## src/rtl/core/fused_axpy_weighted_dot_core_defines.svh

```systemverilog
// Assertion macros shared by the fused AXPY / weighted dot core.
`ifndef FUSED_AXPY_WEIGHTED_DOT_CORE_DEFINES_SVH
`define FUSED_AXPY_WEIGHTED_DOT_CORE_DEFINES_SVH

// Same-cycle implication, checked on clk, disabled while rst is high.
`define FAWD_ASSERT_NOW(lbl, ante, cons, msg) \
  lbl: assert property (@(posedge clk) disable iff (rst) (ante) |-> (cons)) \
    else $error(msg);

// Next-cycle implication, checked on clk, disabled while rst is high.
`define FAWD_ASSERT_NEXT(lbl, ante, cons, msg) \
  lbl: assert property (@(posedge clk) disable iff (rst) (ante) |=> (cons)) \
    else $error(msg);

`endif

```

## src/rtl/core/fawd_pkg.sv

```systemverilog
// Shared constants, codes and control types of the fused AXPY / weighted dot core.
package fawd_pkg;

  // Default widths of the fixed-point data path
  localparam int DATA_WIDTH_DEF = 32;
  localparam int FRAC_BITS_DEF  = 16;

  // Accumulator width and multiplier digit width
  localparam int ACC_W   = 64;
  localparam int CHUNK_W = 16;

  // Configuration register indexes
  localparam logic REG_STEP_SCALE = 1'b0;
  localparam logic REG_NORM_MODE  = 1'b1;

  // Multiplier operand selection
  localparam logic [1:0] SEL_SCALE_BASIS = 2'd0;
  localparam logic [1:0] SEL_UPD_OTHER   = 2'd1;
  localparam logic [1:0] SEL_TERM_WEIGHT = 2'd2;

  // Width of the unsigned product magnitude for a given data width
  function automatic int prod_width(input int dw);
    return ACC_W + ((dw + CHUNK_W - 1) / CHUNK_W) * CHUNK_W;
  endfunction

  // Commands from the controller to the datapath
  typedef struct packed {
    logic       capture;
    logic       mul_start;
    logic [1:0] mul_sel;
    logic       post_upd;
    logic       post_prod;
    logic       post_term;
    logic       acc_out;
  } dp_cmd_t;

  // Status from the datapath to the controller
  typedef struct packed {
    logic mul_done;
    logic out_free;
  } dp_stat_t;

endpackage

```

## src/rtl/core/fawd_mul.sv

```systemverilog
// Digit-serial signed multiplier: 64-bit operand times a DATA_WIDTH operand.
module fawd_mul #(
  parameter int DATA_WIDTH = fawd_pkg::DATA_WIDTH_DEF
) (
  input  logic                                              clk,
  input  logic                                              rst,
  input  logic                                              start,
  input  logic signed [fawd_pkg::ACC_W-1:0]                 a,
  input  logic signed [DATA_WIDTH-1:0]                      b,
  output logic                                              done,
  output logic signed [fawd_pkg::prod_width(DATA_WIDTH):0]  prod
);
  import fawd_pkg::*;

  localparam int NCH   = (DATA_WIDTH + CHUNK_W - 1) / CHUNK_W;
  localparam int BW    = NCH * CHUNK_W;
  localparam int PW    = prod_width(DATA_WIDTH);
  localparam int CNT_W = $clog2(NCH + 1);

  logic                       run;
  logic                       fin;
  logic [CNT_W-1:0]           cnt;
  logic [ACC_W-1:0]           a_mag;
  logic [BW-1:0]              b_sh;
  logic                       neg;
  logic [PW-1:0]              acc;
  logic [ACC_W-1:0]           a_u;
  logic [ACC_W-1:0]           a_abs;
  logic [DATA_WIDTH-1:0]      b_u;
  logic [DATA_WIDTH-1:0]      b_abs;
  logic [ACC_W+CHUNK_W-1:0]   pp;
  logic [PW:0]                mag_ext;
  logic                       last_chunk;

  // Operand magnitudes
  assign a_u   = a;
  assign b_u   = b;
  assign a_abs = a_u[ACC_W-1] ? (~a_u + ACC_W'(1)) : a_u;
  assign b_abs = b_u[DATA_WIDTH-1] ? (~b_u + DATA_WIDTH'(1)) : b_u;

  // One digit of b per cycle, most significant first
  assign pp         = (ACC_W+CHUNK_W)'(a_mag) * (ACC_W+CHUNK_W)'(b_sh[BW-1 -: CHUNK_W]);
  assign last_chunk = (cnt == CNT_W'(NCH - 1));
  assign mag_ext    = {1'b0, acc};
  assign done       = fin;

  // Sequence control
  always_ff @(posedge clk) begin
    if (rst) begin
      run <= 1'b0;
      fin <= 1'b0;
    end else if (start) begin
      run <= 1'b1;
      fin <= 1'b0;
    end else if (run && last_chunk) begin
      run <= 1'b0;
      fin <= 1'b1;
    end else begin
      fin <= 1'b0;
    end
  end

  // Operand load, shift-and-add, sign fix-up
  always_ff @(posedge clk) begin
    if (start) begin
      a_mag <= a_abs;
      b_sh  <= BW'(b_abs);
      neg   <= a_u[ACC_W-1] ^ b_u[DATA_WIDTH-1];
      acc   <= '0;
      cnt   <= '0;
    end else if (run) begin
      acc  <= (acc << CHUNK_W) + PW'(pp);
      b_sh <= b_sh << CHUNK_W;
      cnt  <= cnt + CNT_W'(1);
    end
    if (fin) begin
      prod <= neg ? (~mag_ext + (PW+1)'(1)) : mag_ext;
    end
  end

endmodule

```

## src/rtl/core/fawd_datapath.sv

```systemverilog
// Datapath: item registers, shared multiplier, saturation, accumulator, result register.
module fawd_datapath #(
  parameter int DATA_WIDTH = fawd_pkg::DATA_WIDTH_DEF,
  parameter int FRAC_BITS  = fawd_pkg::FRAC_BITS_DEF
) (
  input  logic                                clk,
  input  logic                                rst,
  input  fawd_pkg::dp_cmd_t                   cmd,
  output fawd_pkg::dp_stat_t                  stat,
  input  logic signed [DATA_WIDTH-1:0]        work_value,
  input  logic signed [DATA_WIDTH-1:0]        basis_value,
  input  logic signed [DATA_WIDTH-1:0]        next_basis_value,
  input  logic        [DATA_WIDTH-2:0]        weight_value,
  input  logic                                last_item,
  input  logic signed [DATA_WIDTH-1:0]        step_scale,
  input  logic                                norm_mode,
  input  logic                                out_ready,
  output logic                                out_valid,
  output logic signed [DATA_WIDTH-1:0]        updated_value,
  output logic signed [fawd_pkg::ACC_W-1:0]   dot_sum,
  output logic                                sum_valid
);
  import fawd_pkg::*;

  localparam int PW = prod_width(DATA_WIDTH);
  localparam logic [DATA_WIDTH-1:0] DW_MAX = {1'b0, {(DATA_WIDTH-1){1'b1}}};
  localparam logic [DATA_WIDTH-1:0] DW_MIN = {1'b1, {(DATA_WIDTH-1){1'b0}}};
  localparam logic [ACC_W-1:0]      SUM_MAX = {1'b0, {(ACC_W-1){1'b1}}};
  localparam logic [ACC_W-1:0]      SUM_MIN = {1'b1, {(ACC_W-1){1'b0}}};

  logic signed [DATA_WIDTH-1:0]  work_q;
  logic signed [DATA_WIDTH-1:0]  basis_q;
  logic signed [DATA_WIDTH-1:0]  next_q;
  logic        [DATA_WIDTH-2:0]  weight_q;
  logic                          last_q;
  logic signed [DATA_WIDTH-1:0]  upd_q;
  logic signed [ACC_W-1:0]       p2s_q;
  logic signed [ACC_W-1:0]       term_q;
  logic signed [ACC_W-1:0]       running_sum;

  logic signed [ACC_W-1:0]       mul_a;
  logic signed [DATA_WIDTH-1:0]  mul_b;
  logic                          mul_done;
  logic signed [PW:0]            prod;
  logic signed [PW:0]            shifted;
  logic signed [PW+1:0]          diff;
  logic                          diff_ok;
  logic [DATA_WIDTH-1:0]         upd_sat;
  logic                          wide_ok;
  logic [ACC_W-1:0]              prod_sat;
  logic [ACC_W-1:0]              sum_raw;
  logic                          sum_ovf;
  logic signed [ACC_W-1:0]       sum_next;

  // Select multiplier operands for the current step
  always_comb begin
    unique case (cmd.mul_sel)
      SEL_SCALE_BASIS: begin
        mul_a = ACC_W'(step_scale);
        mul_b = basis_q;
      end
      SEL_UPD_OTHER: begin
        mul_a = ACC_W'(upd_q);
        mul_b = norm_mode ? upd_q : next_q;
      end
      SEL_TERM_WEIGHT: begin
        mul_a = p2s_q;
        mul_b = signed'({1'b0, weight_q});
      end
      default: begin
        mul_a = '0;
        mul_b = '0;
      end
    endcase
  end

  fawd_mul #(
    .DATA_WIDTH (DATA_WIDTH)
  ) u_mul (
    .clk   (clk),
    .rst   (rst),
    .start (cmd.mul_start),
    .a     (mul_a),
    .b     (mul_b),
    .done  (mul_done),
    .prod  (prod)
  );

  // Truncate the product to the fixed-point scale
  assign shifted = prod >>> FRAC_BITS;

  // Subtract and saturate to the data width
  assign diff    = (PW+2)'(work_q) - (PW+2)'(shifted);
  assign diff_ok = (&diff[PW+1:DATA_WIDTH-1]) | ~(|diff[PW+1:DATA_WIDTH-1]);
  assign upd_sat = diff_ok ? diff[DATA_WIDTH-1:0] : (diff[PW+1] ? DW_MIN : DW_MAX);

  // Saturate the truncated product to the accumulator width
  assign wide_ok  = (&shifted[PW:ACC_W-1]) | ~(|shifted[PW:ACC_W-1]);
  assign prod_sat = wide_ok ? shifted[ACC_W-1:0] : (shifted[PW] ? SUM_MIN : SUM_MAX);

  // Saturating accumulate
  assign sum_raw  = running_sum + term_q;
  assign sum_ovf  = (running_sum[ACC_W-1] == term_q[ACC_W-1]) &&
                    (sum_raw[ACC_W-1] != running_sum[ACC_W-1]);
  assign sum_next = sum_ovf ? (running_sum[ACC_W-1] ? SUM_MIN : SUM_MAX) : sum_raw;

  assign stat.mul_done = mul_done;
  assign stat.out_free = ~out_valid | out_ready;

  // Capture the item and hold intermediate results
  always_ff @(posedge clk) begin
    if (cmd.capture) begin
      work_q   <= work_value;
      basis_q  <= basis_value;
      next_q   <= next_basis_value;
      weight_q <= weight_value;
      last_q   <= last_item;
    end
    if (cmd.post_upd) begin
      upd_q <= upd_sat;
    end
    if (cmd.post_prod) begin
      p2s_q <= prod_sat;
    end
    if (cmd.post_term) begin
      term_q <= prod_sat;
    end
    if (cmd.acc_out) begin
      updated_value <= upd_q;
      dot_sum       <= last_q ? sum_next : '0;
      sum_valid     <= last_q;
    end
  end

  // Advance the running sum and the result valid flag
  always_ff @(posedge clk) begin
    if (rst) begin
      running_sum <= '0;
      out_valid   <= 1'b0;
    end else begin
      if (cmd.acc_out) begin
        running_sum <= last_q ? '0 : sum_next;
        out_valid   <= 1'b1;
      end else if (out_ready) begin
        out_valid <= 1'b0;
      end
    end
  end

endmodule

```

## src/rtl/core/fawd_ctrl.sv

```systemverilog
// Controller: sequences capture, three multiplies, post steps and result load.
module fawd_ctrl (
  input  logic               clk,
  input  logic               rst,
  input  logic               in_valid,
  output logic               in_ready,
  input  fawd_pkg::dp_stat_t stat,
  output fawd_pkg::dp_cmd_t  cmd
);
  import fawd_pkg::*;

  localparam logic [3:0] S_IDLE   = 4'd0;
  localparam logic [3:0] S_START1 = 4'd1;
  localparam logic [3:0] S_WAIT1  = 4'd2;
  localparam logic [3:0] S_POST1  = 4'd3;
  localparam logic [3:0] S_START2 = 4'd4;
  localparam logic [3:0] S_WAIT2  = 4'd5;
  localparam logic [3:0] S_POST2  = 4'd6;
  localparam logic [3:0] S_START3 = 4'd7;
  localparam logic [3:0] S_WAIT3  = 4'd8;
  localparam logic [3:0] S_POST3  = 4'd9;
  localparam logic [3:0] S_ACC    = 4'd10;

  logic [3:0] state;
  logic [3:0] state_next;

  assign in_ready = (state == S_IDLE);

  // Next state and commands
  always_comb begin
    state_next    = state;
    cmd           = '0;
    cmd.mul_sel   = SEL_SCALE_BASIS;
    unique case (state)
      S_IDLE: begin
        if (in_valid) begin
          cmd.capture = 1'b1;
          state_next  = S_START1;
        end
      end
      S_START1: begin
        cmd.mul_start = 1'b1;
        cmd.mul_sel   = SEL_SCALE_BASIS;
        state_next    = S_WAIT1;
      end
      S_WAIT1: begin
        if (stat.mul_done) begin
          state_next = S_POST1;
        end
      end
      S_POST1: begin
        cmd.post_upd = 1'b1;
        state_next   = S_START2;
      end
      S_START2: begin
        cmd.mul_start = 1'b1;
        cmd.mul_sel   = SEL_UPD_OTHER;
        state_next    = S_WAIT2;
      end
      S_WAIT2: begin
        if (stat.mul_done) begin
          state_next = S_POST2;
        end
      end
      S_POST2: begin
        cmd.post_prod = 1'b1;
        state_next    = S_START3;
      end
      S_START3: begin
        cmd.mul_start = 1'b1;
        cmd.mul_sel   = SEL_TERM_WEIGHT;
        state_next    = S_WAIT3;
      end
      S_WAIT3: begin
        if (stat.mul_done) begin
          state_next = S_POST3;
        end
      end
      S_POST3: begin
        cmd.post_term = 1'b1;
        state_next    = S_ACC;
      end
      S_ACC: begin
        // Hold until the result register can take the transaction
        if (stat.out_free) begin
          cmd.acc_out = 1'b1;
          state_next  = S_IDLE;
        end
      end
      default: begin
        state_next = S_IDLE;
      end
    endcase
  end

  always_ff @(posedge clk) begin
    if (rst) begin
      state <= S_IDLE;
    end else begin
      state <= state_next;
    end
  end

endmodule

```

## src/rtl/core/fused_axpy_weighted_dot_core.sv

```systemverilog
// Top level of the fused AXPY / weighted dot core: config registers, controller, datapath.
// The result is loaded once the three multiplies and their post steps are done, and later
// only while the previous result is still not taken.
// A new item is taken only once the previous result is loaded; all three passes of an item
// use the single 16-bit-digit serial multiplier. Sync reset clears config, sum, out_valid.
`include "fused_axpy_weighted_dot_core_defines.svh"

module fused_axpy_weighted_dot_core #(
  parameter int DATA_WIDTH = fawd_pkg::DATA_WIDTH_DEF,
  parameter int FRAC_BITS  = fawd_pkg::FRAC_BITS_DEF
) (
  input  logic                              clk,
  input  logic                              rst,
  input  logic                              in_valid,
  output logic                              in_ready,
  input  logic signed [DATA_WIDTH-1:0]      work_value,
  input  logic signed [DATA_WIDTH-1:0]      basis_value,
  input  logic signed [DATA_WIDTH-1:0]      next_basis_value,
  input  logic        [DATA_WIDTH-2:0]      weight_value,
  input  logic                              last_item,
  output logic                              out_valid,
  input  logic                              out_ready,
  output logic signed [DATA_WIDTH-1:0]      updated_value,
  output logic signed [fawd_pkg::ACC_W-1:0] dot_sum,
  output logic                              sum_valid,
  input  logic                              cfg_write_en,
  input  logic                              cfg_index,
  input  logic        [DATA_WIDTH-1:0]      cfg_data
);
  import fawd_pkg::*;

  logic signed [DATA_WIDTH-1:0] step_scale;
  logic                         norm_mode;
  dp_cmd_t                      cmd;
  dp_stat_t                     stat;

  // Configuration register writes
  always_ff @(posedge clk) begin
    if (rst) begin
      step_scale <= '0;
      norm_mode  <= 1'b0;
    end else if (cfg_write_en) begin
      unique case (cfg_index)
        REG_STEP_SCALE: step_scale <= cfg_data;
        REG_NORM_MODE:  norm_mode  <= cfg_data[0];
      endcase
    end
  end

  fawd_ctrl u_ctrl (
    .clk      (clk),
    .rst      (rst),
    .in_valid (in_valid),
    .in_ready (in_ready),
    .stat     (stat),
    .cmd      (cmd)
  );

  fawd_datapath #(
    .DATA_WIDTH (DATA_WIDTH),
    .FRAC_BITS  (FRAC_BITS)
  ) u_datapath (
    .clk              (clk),
    .rst              (rst),
    .cmd              (cmd),
    .stat             (stat),
    .work_value       (work_value),
    .basis_value      (basis_value),
    .next_basis_value (next_basis_value),
    .weight_value     (weight_value),
    .last_item        (last_item),
    .step_scale       (step_scale),
    .norm_mode        (norm_mode),
    .out_ready        (out_ready),
    .out_valid        (out_valid),
    .updated_value    (updated_value),
    .dot_sum          (dot_sum),
    .sum_valid        (sum_valid)
  );

  // Checks on controller and datapath cooperation
  `FAWD_ASSERT_NEXT(a_busy_after_accept, in_valid && in_ready, !in_ready, "ready after accept")
  `FAWD_ASSERT_NOW(a_no_result_overwrite, cmd.acc_out, stat.out_free, "result overwritten")
  `FAWD_ASSERT_NOW(a_sum_zero_not_last, out_valid && !sum_valid, dot_sum == '0, "sum not zero")

endmodule
```

## config.mk

```make
export PLATFORM = sky130hd
export DESIGN_NAME = fused_axpy_weighted_dot_core
export DESIGN_NICKNAME = d
export VERILOG_FILES = /design/src/rtl/core/fawd_pkg.sv /design/src/rtl/core/fawd_mul.sv /design/src/rtl/core/fawd_datapath.sv /design/src/rtl/core/fawd_ctrl.sv /design/src/rtl/core/fused_axpy_weighted_dot_core.sv
export VERILOG_INCLUDE_DIRS = /design/src /design/src/rtl/core
export SDC_FILE = /design/constraint.sdc
export NUM_CORES = 2
export LEC_CHECK = 0
export BUFFER_PORTS_ARGS = -buffer_cell sky130_fd_sc_hd__buf_2
export CELL_PAD_IN_SITES_DETAIL_PLACEMENT = 0
export CELL_PAD_IN_SITES_GLOBAL_PLACEMENT = 1
export CORE_ASPECT_RATIO = 0.9
export CORE_MARGIN = 2
export CORE_UTILIZATION = 50
export DETAILED_ROUTE_END_ITERATION = 10
export GPL_ROUTABILITY_DRIVEN = 0
export GPL_TIMING_DRIVEN = 0
export HOLD_SLACK_MARGIN = 0.06
export PLACE_DENSITY_LB_ADDON = 0.1
export SETUP_SLACK_MARGIN = 0.05
export SLEW_MARGIN = 20
export SYNTH_ARGS = -nofsm -noshare
export SYNTH_HDL_FRONTEND = slang
export SYNTH_SLANG_ARGS = --single-unit
```

## constraint.sdc

```tcl
create_clock -name clk -period 8.5 [get_ports clk]
set_input_delay 1.275 -clock clk [delete_from_list [all_inputs] [get_ports clk]]
set_output_delay 1.275 -clock clk [all_outputs]
set_load 0.01 [all_outputs]
```

==> metrics <==
run status complete, no violations; commonest non-fill, non-tap cells in the layout 1,276 x inv_1, 1,135 x nand2_1, 932 x fa_1; reg2reg end u_datapath.u_mul.acc[71]; Ports 265; global-route wire length before repair 403,300 um; PnR worst setup slack 0.1884 ns; crit-path max FO 10; DR DRC count 0; Placed Area between 70,000 and 80,000 um^2; Post-Syn Area 75,380 um^2; initial antenna violation count 36; Final Net Count 10,050; largest net degree at the start of global routing 75; area share of the largest cell type after synthesis 24.75%; Worst setup EP type flip-flop; routed vias roughly 63,000; Least-Margin Pin Slew 1.284 ns; syn nets 9,663; Total Die Area roughly 150,000 um^2; cells after synthesis 8,250; Area growth, synth to finish 9.766%; Clk Tree Root Cell clkbuf_16; final setup TNS 0 ns; Worst Hold Launch step_scale[0]; pre-CTS setup slack -2.075 ns; Max Cap Violations 0; Final Hold Viols 0; synth warn 0; worst hold path depth 2; CTS Sinks 765; WHS Endpoint step_scale[0]; Critical Path RT 9.05 ns; crit path kind flip-flop to flip-flop; GRT overflow 0; final std cells w/o fill 10,690; Worst Hold Class flip-flop to flip-flop; CTS tree done; layout filler cell count 13,900; H-tree levels 3; CP max stage delay around 0.55 ns; Synth async-reset ratio 0%; Main synth FF type edfxtp_1; die height 372.4 um; reg2reg setup slack 0.19 ns; register area share after synthesis 27.79%; Worst R2R Start u_datapath.u_mul.b_sh[31]; register bit total from synthesis 765; vias per cell 5.921; DP HPWL 229,500 um; Crit path top cell by count fa_1; Setup Viol. Count Final 0; Clock transition at path regs approximately 0.07 ns; crit share post-route 97.78%; worst skew pair latency around 0.7 ns; largest area contributor in the netlist fa_1; post-DR wirelength/cell 26.01 um; cts bufs inserted 72; initial DRC count a little over 7,000; WP buf/inv 6; vias in the first global route 61,090; ANT nets after route 0; critical path's top delay family adder cells; clock skew roughly 0.043 ns; startpoint type of the worst setup path flip-flop; FMAX 0.1203 GHz; Worst slew margin 14.40%; WP data arrival 8.86 ns; Yosys cell types 89; critical path depth 26; placed cell count approximately 11,000; Slew Viols, Final 0; crit path time final 8.312 ns; layout cell share with drive strength beyond 1 7.924%; # rows around 140; synth top area cells fa_1 25%, edfxtp_1 22%, inv_1 6.4%; commonest non-fill, non-tap cell in the layout inv_1; Syn Area/Cell 9.138 um^2; Starting Density 50.20%; Slowest-stage cell, CP fa_1; clock buffer depth 3; Die Wd 413.3 um; Detailed Routing Iterations Pass 1 6; Non-Filler Cell Area, Final 82,750 um^2; Detailed Route WL 278,000 um; EDFF count, synth between 500 and 600; core area 150,200 um^2; FF-to-FF path depth 26; port bufs 263; global-route usage over all layers 36.11%
## per-stage QoR
step           hold WS [ns]  utilization, %
4_1_cts              0.4594           54.84
5_1_grt              0.4818           55.09
3_5_place_dp         0.4498           52.93
3_3_place_gp         0.4433           52.73
6_report             0.4598           55.10
2_1_floorplan        0.4315               -
## worst max-delay path by stage
stage                                         start                  endpoint  slack, ns
after floorplan           u_datapath.u_mul.b_sh[23]  u_datapath.u_mul.acc[91]       0.93
after global placement    u_datapath.u_mul.b_sh[24]  u_datapath.u_mul.acc[91]      -2.43
after detailed placement  u_datapath.u_mul.b_sh[25]  u_datapath.u_mul.acc[91]      -2.08
after CTS                 u_datapath.u_mul.b_sh[24]  u_datapath.u_mul.acc[91]       0.01
after global routing      u_datapath.u_mul.b_sh[21]  u_datapath.u_mul.acc[76]     -0.006
final                     u_datapath.u_mul.b_sh[31]  u_datapath.u_mul.acc[71]       0.19
## cell usage after synthesis (39+ instances only)
cell type  number
o21bai_1       45
nor2_1        499
edfxtp_1      563
a21o_1        129
nand2b_1       39
nor3_1        103
o21ai_0       334
nand3_1        93
a22oi_1        45
xnor2_1       231
nand4_1        83
a2bb2oi_1      41
xor2_1        127
dfxtp_1       202
or3_1          52
a211oi_1       40
nand2_1      1135
fa_1          932
mux2i_1        82
inv_1        1278
and2_1        349
clkbuf_1      407
a21oi_1       489
o31ai_1        41
ha_1          315
## cells by family after synthesis
logic type               share of synthesized area, %
adder cells (fa/ha/maj)                         29.99
flip-flops                                      27.79
buffers and inverters                           8.639
multiplexers                                    1.134
AO/OA/AOI/OAI                                   12.61
AND/OR/NAND/NOR                                 15.67
XOR/XNOR                                        4.159
## registers in the layout (all words and copies together) (netlist names), 64 cells and up
register	count
u_datapath.dot_sum	64
u_datapath.p2s_q	64
u_datapath.running_sum	64
u_datapath.term_q	64
u_datapath.u_mul.a_mag	64
u_datapath.u_mul.acc	96
u_datapath.u_mul.prod	81
## routing by layer
| layer | vias to the layer above | routed length (um) | GRT usage (%) |
|---|---|---|---|
| li1 | 27750 | - | - |
| met1 | 31590 | 113100 | 50.53 |
| met2 | 3312 | 118900 | 53.42 |
| met3 | 650 | 31110 | 8.353 |
| met4 | 10 | 14880 | 16.20 |
| met5 | - | 74 | 0 |
## worst register-to-register path, cell delays in order, from the launching register on
cell and delay (ns):
edfxtp_1 0.42, buf_12 0.17, clkbuf_2 0.45, and2_1 0.38, fa_1 0.53, fa_1 0.43
fa_1 0.55, fa_1 0.46, fa_1 0.50, inv_1 0.07, fa_1 0.55, inv_1 0.09
ha_2 0.45, a21o_1 0.19, a21oi_1 0.08, o221a_2 0.30, a2111oi_2 0.38, buf_4 0.22
o2111ai_2 0.25, a211oi_4 0.43, a211oi_4 0.16, o31ai_4 0.32, buf_4 0.18, a311o_1 0.17
a21oi_1 0.08, xor2_1 0.27, o21ai_0 0.12
## repair_timing
item,in CTS,in global routing
resized for setup,80,194
hold buffers,0,0
endpoints found under the setup margin,60,37
pin swaps,5,7
cloned,0,0
setup buffers,34,17
## cell type report
cell class / instances / area, um^2 / share of cell area [%]
multi-input combinational: 5757 / 48130 / 58.16
sequential: 765 / 20950 / 25.32
inverter: 1280 / 4810 / 5.812
tap: 1986 / 2485 / 3.003
timing repair buffer: 327 / 2062 / 2.492
clock buffer: 85 / 1943 / 2.348
buffer: 433 / 1883 / 2.276
clock inverter: 48 / 455.4 / 0.5504
antenna: 11 / 27.53 / 0.03327
Power is not shown: default switching activity piles up to over one toggle a cycle in this logic, so the estimate is an artifact.
